[config.mk]
export PLATFORM = sky130hd
export DESIGN_NAME = tkal_cfg
export DESIGN_NICKNAME = d
export VERILOG_FILES = /design/src/rtl/tkal_pkg.sv /design/src/rtl/tkal_cfg.sv
export SDC_FILE = /design/constraint.sdc
export NUM_CORES = 1
export LEC_CHECK = 0
export BUFFER_PORTS_ARGS = -buffer_cell sky130_fd_sc_hd__clkbuf_2
export CAP_MARGIN = 20
export CORE_MARGIN = 2
export CORE_UTILIZATION = 38
export CTS_BUF_LIST = sky130_fd_sc_hd__clkbuf_4
export CTS_CLUSTER_SIZE = 30
export DETAILED_ROUTE_END_ITERATION = 16
export GPL_ROUTABILITY_DRIVEN = 0
export PLACE_DENSITY = 0.95
export SLEW_MARGIN = 10
export SYNTH_ARGS = -nofsm -noshare
export SYNTH_HDL_FRONTEND = slang
export SYNTH_SLANG_ARGS = --single-unit
export TNS_END_PERCENT = 1
[constraint.sdc]
create_clock -name clk -period 1.72 [get_ports clk]
set_clock_uncertainty 0.1 [all_clocks]
set_input_delay 0.086 -clock clk [delete_from_list [all_inputs] [get_ports clk]]
set_output_delay 0.086 -clock clk [all_outputs]
set_load 0.03 [all_outputs]
[src/rtl/tkal_pkg.sv]
// ----------------------------------------------------------------------------
// tkal_pkg
// Shared widths, codes and defaults of the kth-ancestor lifting core.
// ----------------------------------------------------------------------------
package tkal_pkg;

  localparam int NODE_W  = 12;
  localparam int CMD_W   = 2;
  localparam int STEPS_W = 32;
  localparam int CNT_W   = 13;
  localparam int PADDR_W = 3;
  localparam int PDATA_W = 32;

  localparam int MAX_NODES_DEF = 4096;
  localparam int LEVELS_DEF    = 12;

  localparam logic [CNT_W-1:0] NODE_COUNT_RST = 13'd4096;

  typedef enum logic [CMD_W-1:0] {
    CMD_SET_PARENT = 2'd0,
    CMD_BUILD      = 2'd1,
    CMD_QUERY      = 2'd2,
    CMD_NOP        = 2'd3
  } cmd_t;

  typedef enum logic [0:0] {
    REG_NODE_COUNT = 1'b0,
    REG_NONE       = 1'b1
  } reg_idx_t;

endpackage

[src/rtl/tkal_cfg.sv]
// ----------------------------------------------------------------------------
// tkal_cfg
// APB register block holding the node count used by the table build.
// ----------------------------------------------------------------------------
module tkal_cfg (
  input  logic                          clk,
  input  logic                          rst_n,
  input  logic                          psel,
  input  logic                          penable,
  input  logic                          pwrite,
  input  logic [tkal_pkg::PADDR_W-1:0]  paddr,
  input  logic [tkal_pkg::PDATA_W-1:0]  pwdata,
  output logic [tkal_pkg::PDATA_W-1:0]  prdata,
  output logic                          pready,
  output logic [tkal_pkg::CNT_W-1:0]    node_count
);

  logic [tkal_pkg::CNT_W-1:0] node_count_r;
  logic [tkal_pkg::CNT_W-1:0] node_count_nxt;
  tkal_pkg::reg_idx_t         reg_idx;

  assign reg_idx = tkal_pkg::reg_idx_t'(paddr[2]);
  assign pready  = 1'b1;

  always_comb begin
    node_count_nxt = node_count_r;
    if (psel && penable && pwrite && (reg_idx == tkal_pkg::REG_NODE_COUNT)) begin
      node_count_nxt = pwdata[tkal_pkg::CNT_W-1:0];
    end
  end

  always_ff @(posedge clk) begin
    if (!rst_n) begin
      node_count_r <= tkal_pkg::NODE_COUNT_RST;
    end else begin
      node_count_r <= node_count_nxt;
    end
  end

  always_comb begin
    prdata = '0;
    if (reg_idx == tkal_pkg::REG_NODE_COUNT) begin
      prdata = {{(tkal_pkg::PDATA_W-tkal_pkg::CNT_W){1'b0}}, node_count_r};
    end
  end

  assign node_count = node_count_r;

endmodule

==> results.cfg <==
[place]
io_buffers = 44
hpwl_um = 1080
dpl.cell_count = 158
place_area_um2 = 928

[setup_path]
arrival_ns = 0.99
start_kind = flop
cp_slowest_cell = dfxtp_1
cp_max_fo = 3
crit_path_cell_trace = nor2b_1, clkbuf_2
path_buf_inv = 1
required_ns = 1.53
cpPeakStageDelay_ns = 0.35
crit_type = reg2out
crit_family = flip-flops
end_kind = primary output

[logic_synthesis]
synth_mux_area_share_pct = 16.3
syn_inst = 94
synthXorXnorAreaFrac_pct = 0
synthTopCellsByArea = dfxtp_1 (33%), buf_4 (19%), mux2i_1 (16%)
synth_compound_area_share_pct = 0
synth_top_cell_area_share_pct = 32.7
synth_cell_types = 12
ys_seq_area_share_pct = 32.7
synth-seq-cells = 13
synth_top_family_by_area = simple AND/OR/NAND/NOR gates
yosysTopAreaCell = dfxtp_1
synth.avg_cell_area_um2 = 8.48
synthAdderAreaFrac_pct = 0
synth-warning-count = 0
synth-simple-area-share_pct = 25.3
syn_area_um2 = 797

[routing]
drcViolationCount = 0
drt-total-wl_um = 1540
viasPerCell = 4.05
dr.pass1.iters = 4
drt_iter0_drc = 2
vias = 708
routedWlPerCell_um = 8.82
ant_nets = 0

[sta]
hold_viol = 0
finalSetupTns_ns = 0
finalCritPeriodShare_pct = 68.4
min_period_ns = 1.18
slew_viol_final = 0
setup_violations = 0
rsz0062_at_grt = false
max_freq_mhz = 850

[cells_and_area]
area_delta_synth_final_pct = 36.6
multi_input_area_um2 = 407
fin_cells = 175
final_area_um2 = 1090
largest_reg_flops = 13
fin_util_pct = 55.5
n_fill_cell = 199
area.sequential_um2 = 260
layout-drive-gt1-share_pct = 35.1
antenna_cells = 0
fin_nets = 189

[global_route]
grt_use_met1_pct = 14.0
grt.total_usage_pct = 13.6
antenna_found_initial = 0
grt_pass1_vias = 607
grt_pass1_wl_um = 2620
grt_use_met2_pct = 26.9
overflow = 0
top_usage_layer = met2
grtUsageMet3_pct = 2.73
grt_max_degree = 27

[clock_network]
cts_tree = built
cts_max_path_buffers = 2
cts_made_buffers = 3
cts_root_buffer = clkbuf_4
h-tree-depth = 1
ctsResizeCount = 0
clock_latency_ns = 0.26
cts_num_sinks = 13
path_clk_slew_ns = 0.08

[power_and_ir_drop]
power.density_nw_per_um2 = 628
leakage_nw = 0.556
finalPower_w = 0.000683
irDropWorstVdd_mv = 0.359

[job]
max_cap_viol_count = 0

[floorplan]
ioPinCount = 86
core_area_um2 = 1960
start_util_pct = 40.6
die-area_um2 = 2480
chipWidth_um = 49.8
fp.dieH_um = 49.8
row_count = 16

[status]
status = completed

[hold_path]
min_path_type = in2reg
==> kinds of logic after synthesis <==
group	after synthesis
AND/OR/NAND/NOR	40
buffers and inverters	26
multiplexers	13
flip-flops	13
other	2
==> final cells by class <==
type                            instances  area share (%)
Multi-Input combinational cell         73            37.4
Timing Repair Buffer                   58            32.9
Sequential cell                        13            23.9
Tap cell                               27            3.10
Clock buffer                            4            2.76
==> worst register-to-register path, stage by stage, from the launching register on <==
cell and delay (ns):
dfxtp_1 0.33, nor2b_1 0.10, mux2i_1 0.07
==> through the flow <==
stage / hold WS, ns / setup slack [ns]
after floorplan: 0.128 / 0.524
after CTS: 0.254 / 0.546
after global placement: 0.219 / 0.497
after global routing: 0.292 / 0.448
final: 0.251 / 0.543
after detailed placement: 0.222 / 0.479
==> routing by layer <==
layer / wire, um / up-vias / part of all wire [%]
met5: 0 / - / 0
met4: 0 / 0 / 0
met3: 120 / 0 / 7.8
met2: 817 / 37 / 53
met1: 605 / 311 / 39
li1: - / 360 / -
==> Yosys cell counts (all sizes together) <==
| cell | instances |
|---|---|
| buf | 23 |
| and2b | 3 |
| conb | 2 |
| and4b | 1 |
| mux2i | 13 |
| nand2 | 24 |
| clkbuf | 3 |
| dfxtp | 13 |
| nor2b | 12 |
==> layout by cell type (no fill, tap or decap) <==
cell,n
clkbuf_2,44
nand2_1,24
conb_1,20
mux2i_1,13
dlygate4sd3_1,13
dfxtp_1,13
nor2b_1,12
clkbuf_4,4
and2b_2,3
and4b_1,1
buf_4,1
==> path summary, 6_finish.rpt <==
kind / from / slack [ns] / endpoint / depth (start not counted)
worst min-delay path: rst_n / 0.25 / node_count[9] / 3
worst max register to register: node_count[12] / 1.01 / node_count[12] / 2
worst max-delay path: node_count[6] / 0.54 / prdata[6] / 2
worst min register to register: node_count[9] / 0.37 / node_count[9] / 2
==> what timing repair did <==
action | 4_1_cts | 5_1_grt
endpoints found under the hold margin | 13 | 0
setup buffers | 0 | 0
hold buffers | 13 | 0
==> where the power goes <==
group	internal (W)	switching [W]
sequential	0.000307	0.00000407
clock	0.000105	0.0000944
combinational	0.0000555	0.000116
Note: power is estimated with default switching activity, not from simulation.
